## config.mk

```make
export PLATFORM = sky130hd
export DESIGN_NAME = adts_stream_deframer_flat
export DESIGN_NICKNAME = d
export VERILOG_FILES = /design/src/rtl/adts_pkg.sv /design/src/rtl/adts_if.sv /design/src/rtl/adts_in_stage.sv /design/src/rtl/adts_parser.sv /design/src/rtl/adts_stream_deframer.sv /design/src/flat_wrapper.sv
export VERILOG_INCLUDE_DIRS = /design/src /design/src/rtl
export SDC_FILE = /design/constraint.sdc
export NUM_CORES = 1
export LEC_CHECK = 0
export ABC_AREA = 1
export BUFFER_PORTS_ARGS = -buffer_cell sky130_fd_sc_hd__buf_2
export CAP_MARGIN = 20
export CORE_MARGIN = 2
export CORE_UTILIZATION = 25
export CTS_CLUSTER_SIZE = 8
export DETAILED_ROUTE_END_ITERATION = 12
export GPL_TIMING_DRIVEN = 0
export HOLD_SLACK_MARGIN = 0.12
export SLEW_MARGIN = 5
export SYNTH_ARGS = -nofsm -noshare
export SYNTH_HDL_FRONTEND = slang
export SYNTH_SLANG_ARGS = --single-unit
```

## constraint.sdc

```tcl
create_clock -name clock -period 5.7 [get_ports clock]
set_input_delay 0.855 -clock clock [delete_from_list [all_inputs] [get_ports clock]]
set_output_delay 0.855 -clock clock [all_outputs]
set_load 0.005 [all_outputs]
```

## src/rtl/adts_stream_deframer_defines.svh

```systemverilog
// ---------------------------------------------------------------------------
// ADTS stream deframer assertion macros
// Shared concurrent assertion forms, clocked on the rising edge.
// ---------------------------------------------------------------------------
`ifndef ADTS_STREAM_DEFRAMER_DEFINES_SVH
`define ADTS_STREAM_DEFRAMER_DEFINES_SVH

// same-cycle implication, gated off during reset
`define ADTS_ASSERT_SAME(label, clk, rst, ante, cons) \
   label: assert property (@(posedge clk) disable iff (rst) (ante) |-> (cons)) \
      else $error("adts: same-cycle check failed");

// next-cycle implication, gated off during reset
`define ADTS_ASSERT_NEXT(label, clk, rst, ante, cons) \
   label: assert property (@(posedge clk) disable iff (rst) (ante) |=> (cons)) \
      else $error("adts: next-cycle check failed");

`endif

```

## src/rtl/adts_pkg.sv

```systemverilog
// ---------------------------------------------------------------------------
// ADTS deframer package
// Payload types, byte label codes and the sample rate table.
// ---------------------------------------------------------------------------
package adts_pkg;

   localparam int ByteW  = 8;
   localparam int LenW   = 13;
   localparam int RateW  = 4;
   localparam int HzW    = 17;
   localparam int KindW  = 2;

   localparam logic [KindW-1:0] KIND_TAG     = 2'd0;
   localparam logic [KindW-1:0] KIND_HEADER  = 2'd1;
   localparam logic [KindW-1:0] KIND_PAYLOAD = 2'd2;
   localparam logic [KindW-1:0] KIND_REJECT  = 2'd3;

   typedef struct packed {
      logic [ByteW-1:0] byte_value;
      logic             restart;
   } req_payload_type;

   typedef struct packed {
      logic [ByteW-1:0] out_byte;
      logic [KindW-1:0] byte_kind;
      logic             frame_last;
      logic [LenW-1:0]  frame_length;
      logic [RateW-1:0] rate_index;
      logic [HzW-1:0]   sample_rate;
      logic             sync_error;
   } rsp_payload_type;

   // input register contents handed to the parser
   typedef struct packed {
      logic            vld;
      req_payload_type data;
   } stage_type;

   function automatic logic [HzW-1:0] rate_hz(input logic [RateW-1:0] idx);
      logic [HzW-1:0] hz;
      unique case (idx)
         4'd0:    hz = 17'd96000;
         4'd1:    hz = 17'd88200;
         4'd2:    hz = 17'd64000;
         4'd3:    hz = 17'd48000;
         4'd4:    hz = 17'd44100;
         4'd5:    hz = 17'd32000;
         4'd6:    hz = 17'd24000;
         4'd7:    hz = 17'd22050;
         4'd8:    hz = 17'd16000;
         4'd9:    hz = 17'd12000;
         4'd10:   hz = 17'd11025;
         4'd11:   hz = 17'd8000;
         4'd12:   hz = 17'd7350;
         default: hz = '0;
      endcase
      return hz;
   endfunction

endpackage

```

## src/rtl/adts_if.sv

```systemverilog
// ---------------------------------------------------------------------------
// ADTS deframer channels
// Valid/ready channels for stream bytes in and labeled bytes out.
// ---------------------------------------------------------------------------
interface adts_req_if;
   logic                     valid;
   logic                     ready;
   adts_pkg::req_payload_type data;

   modport source (output valid, output data, input ready);
   modport sink   (input valid, input data, output ready);
endinterface

interface adts_rsp_if;
   logic                     valid;
   logic                     ready;
   adts_pkg::rsp_payload_type data;

   modport source (output valid, output data, input ready);
   modport sink   (input valid, input data, output ready);
endinterface

```

## src/rtl/adts_in_stage.sv

```systemverilog
// ---------------------------------------------------------------------------
// ADTS input stage
// Registers one incoming byte; refills in the cycle the parser drains it.
// ---------------------------------------------------------------------------
module adts_in_stage (
   input  logic                      clock,
   input  logic                      reset,
   input  logic                      in_valid,
   output logic                      in_ready,
   input  adts_pkg::req_payload_type in_data,
   input  logic                      adv,
   output adts_pkg::stage_type       stage
);

   logic                      vld_ff, vld_in;
   adts_pkg::req_payload_type data_ff;
   logic                      take;

   assign in_ready = !vld_ff || adv;
   assign take     = in_valid && in_ready;
   assign vld_in   = take || (vld_ff && !adv);

   always_ff @(posedge clock) begin
      if (reset) begin
         vld_ff <= 1'b0;
      end else begin
         vld_ff <= vld_in;
      end
   end

   always_ff @(posedge clock) begin
      if (take) begin
         data_ff <= in_data;
      end
   end

   assign stage.vld  = vld_ff;
   assign stage.data = data_ff;

endmodule

```

## src/rtl/adts_parser.sv

```systemverilog
// ---------------------------------------------------------------------------
// ADTS parser
// Tag skip and frame header walk for one byte, into the result register.
// ---------------------------------------------------------------------------
`include "adts_stream_deframer_defines.svh"

module adts_parser (
   input  logic                      clock,
   input  logic                      reset,
   input  adts_pkg::stage_type       stage,
   output logic                      adv,
   output logic                      out_valid,
   input  logic                      out_ready,
   output adts_pkg::rsp_payload_type out_data
);

   localparam logic [2:0] PH_START    = 3'd0;
   localparam logic [2:0] PH_TAG_HEAD = 3'd1;
   localparam logic [2:0] PH_TAG_BODY = 3'd2;
   localparam logic [2:0] PH_FRAME    = 3'd3;
   localparam logic [2:0] PH_ERROR    = 3'd4;

   localparam int LeftW = 29;
   localparam int LenW  = adts_pkg::LenW;

   logic [2:0]       phase_ff, phase_in;
   logic [3:0]       tidx_ff, tidx_in;
   logic [LeftW-1:0] left_ff, left_in;
   logic [LenW-1:0]  pos_ff, pos_in;
   logic [LenW-1:0]  len_ff, len_in;
   logic [3:0]       rate_ff, rate_in;
   logic             err_ff, err_in;
   logic             out_vld_ff, out_vld_in;
   adts_pkg::rsp_payload_type out_ff, out_in;

   // state as seen by this byte (restart clears first)
   logic [2:0]       ph_e;
   logic [3:0]       tidx_e;
   logic [LeftW-1:0] left_e;
   logic [LenW-1:0]  pos_e;
   logic [LenW-1:0]  len_e;
   logic [3:0]       rate_e;
   logic             err_e;

   logic [7:0]       b;
   logic [1:0]       kind;
   logic             last;
   logic             do_frame;
   logic [LenW-1:0]  fpos;
   logic [LenW-1:0]  flen;
   logic [3:0]       frate;
   logic             fbad;
   logic [3:0]       idx;
   logic [LeftW-1:0] left_sh;

   assign adv        = stage.vld && (!out_vld_ff || out_ready);
   assign b          = stage.data.byte_value;
   assign out_vld_in = adv || (out_vld_ff && !out_ready);

   always_comb begin
      if (stage.data.restart) begin
         ph_e   = PH_START;
         tidx_e = '0;
         left_e = '0;
         pos_e  = '0;
         len_e  = '0;
         rate_e = '0;
         err_e  = 1'b0;
      end else begin
         ph_e   = phase_ff;
         tidx_e = tidx_ff;
         left_e = left_ff;
         pos_e  = pos_ff;
         len_e  = len_ff;
         rate_e = rate_ff;
         err_e  = err_ff;
      end
   end

   // frame header decode at position fpos
   always_comb begin
      flen  = len_e;
      frate = rate_e;
      fbad  = 1'b0;
      unique case (fpos)
         13'd0: begin
            flen  = '0;
            frate = '0;
            fbad  = (b != 8'hFF);
         end
         13'd1: fbad = ((b & 8'hF6) != 8'hF0);
         13'd2: frate = b[5:2];
         13'd3: flen = {b[1:0], 11'd0};
         13'd4: flen = len_e | {2'd0, b, 3'd0};
         13'd5: begin
            flen = len_e | {10'd0, b[7:5]};
            fbad = (flen < 13'd7);
         end
         default: ;
      endcase
   end

   always_comb begin
      phase_in = ph_e;
      tidx_in  = tidx_e;
      left_in  = left_e;
      pos_in   = pos_e;
      len_in   = len_e;
      rate_in  = rate_e;
      err_in   = err_e;
      kind     = adts_pkg::KIND_REJECT;
      last     = 1'b0;
      do_frame = 1'b0;
      fpos     = pos_e;
      idx      = (tidx_e > 4'd9) ? 4'd9 : tidx_e;
      left_sh  = {left_e[LeftW-8:0], b[6:0]};

      unique case (ph_e)
         PH_START: begin
            if (b == 8'h49) begin
               phase_in = PH_TAG_HEAD;
               tidx_in  = 4'd1;
               left_in  = '0;
               kind     = adts_pkg::KIND_TAG;
            end else begin
               do_frame = 1'b1;
            end
         end
         PH_TAG_HEAD: begin
            if ((idx == 4'd1 && b != 8'h44) || (idx == 4'd2 && b != 8'h33)) begin
               err_in   = 1'b1;
               phase_in = PH_ERROR;
            end else begin
               kind = adts_pkg::KIND_TAG;
               if (idx >= 4'd6) begin
                  left_in = left_sh;
               end
               if (idx == 4'd9) begin
                  tidx_in  = '0;
                  phase_in = (left_in != '0) ? PH_TAG_BODY : PH_FRAME;
                  pos_in   = '0;
               end else begin
                  tidx_in = idx + 4'd1;
               end
            end
         end
         PH_TAG_BODY: begin
            if (left_e == '0) begin
               fpos     = '0;
               do_frame = 1'b1;
            end else begin
               kind    = adts_pkg::KIND_TAG;
               left_in = left_e - {{(LeftW-1){1'b0}}, 1'b1};
               if (left_e == {{(LeftW-1){1'b0}}, 1'b1}) begin
                  phase_in = PH_FRAME;
                  pos_in   = '0;
               end
            end
         end
         PH_FRAME: do_frame = 1'b1;
         default: begin
            err_in   = 1'b1;
            phase_in = PH_ERROR;
         end
      endcase

      if (do_frame) begin
         phase_in = PH_FRAME;
         len_in   = flen;
         rate_in  = frate;
         pos_in   = fpos;
         if (fbad) begin
            err_in   = 1'b1;
            phase_in = PH_ERROR;
         end else begin
            kind = (fpos < 13'd7) ? adts_pkg::KIND_HEADER : adts_pkg::KIND_PAYLOAD;
            if (fpos >= 13'd5 && ({1'b0, fpos} + 14'd1) >= {1'b0, flen}) begin
               last   = 1'b1;
               pos_in = '0;
            end else begin
               pos_in = fpos + 13'd1;
            end
         end
      end
   end

   always_comb begin
      out_in.out_byte     = b;
      out_in.byte_kind    = kind;
      out_in.frame_last   = last;
      out_in.frame_length = len_in;
      out_in.rate_index   = rate_in;
      out_in.sample_rate  = adts_pkg::rate_hz(rate_in);
      out_in.sync_error   = err_in;
   end

   always_ff @(posedge clock) begin
      if (reset) begin
         phase_ff   <= PH_START;
         tidx_ff    <= '0;
         left_ff    <= '0;
         pos_ff     <= '0;
         len_ff     <= '0;
         rate_ff    <= '0;
         err_ff     <= 1'b0;
         out_vld_ff <= 1'b0;
      end else begin
         out_vld_ff <= out_vld_in;
         if (adv) begin
            phase_ff <= phase_in;
            tidx_ff  <= tidx_in;
            left_ff  <= left_in;
            pos_ff   <= pos_in;
            len_ff   <= len_in;
            rate_ff  <= rate_in;
            err_ff   <= err_in;
         end
      end
   end

   always_ff @(posedge clock) begin
      if (adv) begin
         out_ff <= out_in;
      end
   end

   assign out_valid = out_vld_ff;
   assign out_data  = out_ff;

   // once in error every byte is rejected and never closes a frame
   `ADTS_ASSERT_SAME(a_err_reject, clock, reset, out_vld_ff && out_ff.sync_error,
                     out_ff.byte_kind == adts_pkg::KIND_REJECT && !out_ff.frame_last)
   // error only clears on a restart byte
   `ADTS_ASSERT_NEXT(a_err_sticky, clock, reset, err_ff && !(adv && stage.data.restart), err_ff)
   // tag bytes never end a frame
   `ADTS_ASSERT_SAME(a_tag_no_last, clock, reset,
                     out_vld_ff && out_ff.byte_kind == adts_pkg::KIND_TAG, !out_ff.frame_last)
   // a stalled result holds
   `ADTS_ASSERT_NEXT(a_hold, clock, reset, out_vld_ff && !out_ready, out_vld_ff && $stable(out_ff))

endmodule

```

## src/rtl/adts_stream_deframer.sv

```systemverilog
// ---------------------------------------------------------------------------
// ADTS stream deframer
// Skips a leading ID3 tag, walks ADTS frames and labels every byte.
// ---------------------------------------------------------------------------
//  channel    dir  payload
//  req_chan   in   byte_value, restart
//  rsp_chan   out  out_byte, byte_kind, frame_last, frame_length,
//                  rate_index, sample_rate, sync_error
//
//  One byte per cycle sustained while rsp_chan is ready; a req byte passes
//  the input register, then the result register, before rsp valid rises.
//  All tag and frame counters update in a single pass per byte.
//  Synchronous active-high reset clears control state and parse state.
//  A stalled rsp holds its result; the input register still takes one byte.
// ---------------------------------------------------------------------------
module adts_stream_deframer (
   input logic       clock,
   input logic       reset,
   adts_req_if.sink   req_chan,
   adts_rsp_if.source rsp_chan
);

   adts_pkg::stage_type stage;
   logic                adv;

   adts_in_stage u_in (
      .clock    (clock),
      .reset    (reset),
      .in_valid (req_chan.valid),
      .in_ready (req_chan.ready),
      .in_data  (req_chan.data),
      .adv      (adv),
      .stage    (stage)
   );

   adts_parser u_parse (
      .clock     (clock),
      .reset     (reset),
      .stage     (stage),
      .adv       (adv),
      .out_valid (rsp_chan.valid),
      .out_ready (rsp_chan.ready),
      .out_data  (rsp_chan.data)
   );

endmodule
```

## src/flat_wrapper.sv

```systemverilog
// flat-port wrapper written by rule: the top's interface ports become plain ports
module adts_stream_deframer_flat 
  (clock, reset, req_chan_valid, req_chan_data, req_chan_ready, rsp_chan_valid, rsp_chan_data, rsp_chan_ready);
  adts_req_if req_chan_i ();
  adts_rsp_if rsp_chan_i ();
  input logic clock;
  input logic reset;
  input wire logic [$bits(req_chan_i.valid)-1:0] req_chan_valid;
  input wire logic [$bits(req_chan_i.data)-1:0] req_chan_data;
  output wire logic [$bits(req_chan_i.ready)-1:0] req_chan_ready;
  output wire logic [$bits(rsp_chan_i.valid)-1:0] rsp_chan_valid;
  output wire logic [$bits(rsp_chan_i.data)-1:0] rsp_chan_data;
  input wire logic [$bits(rsp_chan_i.ready)-1:0] rsp_chan_ready;
  assign req_chan_i.valid = req_chan_valid;
  assign req_chan_i.data = req_chan_data;
  assign req_chan_ready = req_chan_i.ready;
  assign rsp_chan_valid = rsp_chan_i.valid;
  assign rsp_chan_data = rsp_chan_i.data;
  assign rsp_chan_i.ready = rsp_chan_ready;
  adts_stream_deframer u_core (.clock(clock), .reset(reset), .req_chan(req_chan_i), .rsp_chan(rsp_chan_i));
endmodule
```

==> results.sh <==
export IMPL_status="finished, final reports clean"
export IMPL_fin_crit_sh_pct=89.59
export IMPL_power_density_mw_per_mm2=289.9
export IMPL_pin_count=61
export IMPL_routed_wl_mm=28.15
export IMPL_async_flop_share_pct=0
export IMPL_die_h_um=185.0
export IMPL_initial_core_util_pct=25.29
export IMPL_cts_buffer_depth=2
export IMPL_cpPeakStageDelay_ns=0.35
export IMPL_postCtsHoldBufs=0
export IMPL_stdcell_area_mm2=0.009653
export IMPL_maxCapViolCount=0
export IMPL_cts_resized_gates=0
export IMPL_vias_per_cell=4.933
export IMPL_cp_required_ns=5.87
export IMPL_grt_max_degree=30
export IMPL_clk_pin_slew_worst_paths_ns=0.06
export IMPL_hp_class="flop to flop"
export IMPL_nNetsFinal=1271
export IMPL_grt_total_usage_pct=16.61
export IMPL_row_count=66
export IMPL_slew_viol_final=0
export IMPL_clock_latency_ns=0.44
export IMPL_grt_pass1_wl_mm=43.83
export IMPL_area_growth_pct=17.89
export IMPL_antenna_found_initial=0
export IMPL_yosysWarnings=0
export IMPL_synth_top_area_share_pct=20.17
export IMPL_cp_start_kind="flop"
export IMPL_synth_area_leader_cell="edfxtp_1"
export IMPL_dieArea_mm2=0.03422
export IMPL_dp_cells=1662
export IMPL_hold_violations=0
export IMPL_cp_depth=30
export IMPL_whs_path_depth=2
export IMPL_final_antenna_net_count=0
export IMPL_synth_edf_count=55
export IMPL_cts_tree="built"
export IMPL_drive_gt1_share_pct=12.07
export IMPL_dr_total_vias=8352
export IMPL_cp_max_fo=19
export IMPL_wl_per_cell_um=16.62
export IMPL_globalplace_congestion=0.9514
export IMPL_die_x_um=185.0
export IMPL_setup_viol=0
export IMPL_io_buffers=59
export IMPL_fin_worst_skew_ns=0.01112
export IMPL_crit_slowest_cell="edfxtp_1"
export IMPL_root_buffer="clkbuf_16"
export IMPL_synth_nets=1193
export IMPL_cts_buffers=17
export IMPL_netlist_cell_type_count=54
export IMPL_post_dp_cell_area_mm2=0.009057
export IMPL_ys_top_cells_by_area="edfxtp_1 20%, dfxtp_1 17%, nand2_1 10%, inv_1 8.1%, o21ai_0 7.9%"
export IMPL_drtPass1Iterations=5
export IMPL_synth_ff_type="dfxtp_1"
export IMPL_post_cts_setup_buffer_count=0
export IMPL_cp_arrival_ns=5.28
export IMPL_grt_pass1_vias=7703
export IMPL_drc_errors=0
export IMPL_dr_first_iter_drc_count=881
export IMPL_max_clock_freq_mhz=195.8
export IMPL_overflow=0
export IMPL_path_common_cell="nand2_1"
export IMPL_yosysSeqAreaShare_pct=37.04
export IMPL_leakage_uw=0.004430
export IMPL_core_area_mm2=0.03237
export IMPL_cp_end_kind="flop"
export IMPL_tns_ns=0
export IMPL_syn_inst=1160
export IMPL_post_route_min_period_ns=5.107
export IMPL_synth_avg_cell_area_um2=7.058
export IMPL_rsz0062_at_grt="no"
export IMPL_synthesis_area_mm2=0.008188
export IMPL_dpl_hpwl_mm=20.86
export IMPL_irDropWorstVdd_mv=0.2155
export IMPL_antenna_cells=0
export IMPL_htreeDepth=4
export IMPL_slew_limit_headroom_pct=35.96
export IMPL_tightest_slew_ns=0.9606
export IMPL_clkSinkCount=124
export IMPL_crit_type="flop to flop"
export IMPL_cp_top_family="simple AND/OR/NAND/NOR gates"
export IMPL_r2r_cells=30
export IMPL_power_total_uw=2798
export IMPL_path_buf_inv=8
export IMPL_final_cells=1693
export IMPL_yosys_register_bits=124
==> per-stage QoR <==
step	setup WS, ns	hold slack, ns	utilization, %
6_report	0.5933	0.4708	29.82
4_1_cts	0.1376	0.4667	29.83
2_1_floorplan	1.379	0.4434	-
5_1_grt	0.02582	0.4930	29.82
3_5_place_dp	0.1695	0.4567	27.98
3_3_place_gp	0.1483	0.4527	27.91
==> state kept, by name, summed over array words and instances (netlist names) <==
name / cells
u_core.u_parse.phase_ff: 3
u_core.u_parse.out_valid: 1
u_core.u_parse.pos_ff: 13
u_core.u_parse.out_data: 46
u_core.u_parse.len_ff: 13
u_core.u_parse.tidx_ff: 4
u_core.u_parse.left_ff: 29
u_core.u_in.stage: 9
u_core.u_parse.rate_ff: 4
u_core.u_in.vld_ff: 1
u_core.u_parse.err_ff: 1
==> worst paths after layout <==
kind / slack [ns] / from / endpoint
worst max-delay path: 0.59 / u_core.u_in.stage[0]$_DFFE_PP_ / u_core.u_parse.out_data[35]$_SDFFCE_PP0P_
worst min-delay path: 0.47 / u_core.u_parse.pos_ff[9]$_SDFFE_PP0P_ / u_core.u_parse.pos_ff[9]$_SDFFE_PP0P_
worst max register to register: 0.59 / u_core.u_in.stage[0]$_DFFE_PP_ / u_core.u_parse.out_data[35]$_SDFFCE_PP0P_
worst min register to register: 0.47 / u_core.u_parse.pos_ff[9]$_SDFFE_PP0P_ / u_core.u_parse.pos_ff[9]$_SDFFE_PP0P_
==> Yosys cell counts (3+ instances only) <==
cell      count
o22ai_1      15
o221ai_1     17
a32o_1        4
nor2_2        7
nand2_4       7
o221a_2       4
inv_1       176
inv_2         6
a221oi_1      5
o21ai_0     129
nand3b_1      4
o31ai_1       5
nor2_4        3
o211ai_1      9
a21oi_1      76
nand2_1     221
buf_6         4
nor4_1        9
dfxtp_1      69
nand4_1      16
nand2_2      12
nor2_1      104
edfxtp_1     55
o21ai_1       7
clkbuf_1     37
a31oi_1      15
o21a_1        4
xor2_1        7
nand3_1      57
clkinv_1      4
ha_1         20
buf_2         4
nor3_1       22
==> per-layer routing <==
layer | track usage (%) | wire length (um)
met3 | 2.733 | 2025
met4 | 6.000 | 808
met1 | 23.39 | 13340
met2 | 25.47 | 11970
met5 | 0 | 0
==> layout make-up <==
| type | instances | area [um^2] |
|---|---|---|
| Buffer | 48 | 236.5 |
| Clock buffer | 17 | 425.4 |
| Clock inverter | 15 | 173.9 |
| Fill cell | 3559 | 22720 |
| Inverter | 187 | 706.9 |
| Multi-Input combinational cell | 800 | 4209 |
| Sequential cell | 124 | 3033 |
| Tap cell | 442 | 553.0 |
| Timing Repair Buffer | 60 | 315.3 |
==> power by group <==
group          internal, uW  switching (uW)  total, uW  leakage (uW)
Combinational           185             438        623       0.00306
Sequential              997            30.8       1030       0.00108
Clock                   659             488       1150      0.000289
==> cell usage in the layout (no fill, tap or decap), types with 7 or more instances in the layout <==
cell / n
ha_1: 20
a31oi_1: 15
nand2_2: 12
nand2_4: 7
o221ai_1: 17
nand2_1: 221
o21ai_0: 129
nor3_1: 22
nor2_2: 7
inv_6: 9
nand4_1: 16
o21ai_1: 7
o211ai_1: 9
edfxtp_1: 55
o22ai_1: 15
clkbuf_16: 17
clkbuf_1: 35
nor2_1: 104
nand3_1: 57
inv_1: 176
xor2_1: 7
nor4_1: 9
dfxtp_1: 69
buf_2: 63
a21oi_1: 76
==> cell families (layout without fill, tap and decap cells) <==
group | count (synthesis) | count (layout) | synth area share [%]
simple gates | 470 | 470 | 25.73
compound gates | 302 | 302 | 21.76
buf+inv | 236 | 327 | 11.55
flops | 124 | 124 | 37.04
fa+ha+maj | 20 | 20 | 3.056
xor+xnor | 8 | 8 | 0.8558
==> worst min-delay path, cell delays in order (launching register included) <==
cell     delay (ns)
dfxtp_1        0.31
nand2_1        0.06
a21oi_1        0.06
No activity file was read; power rests on OpenSTA's default activity.
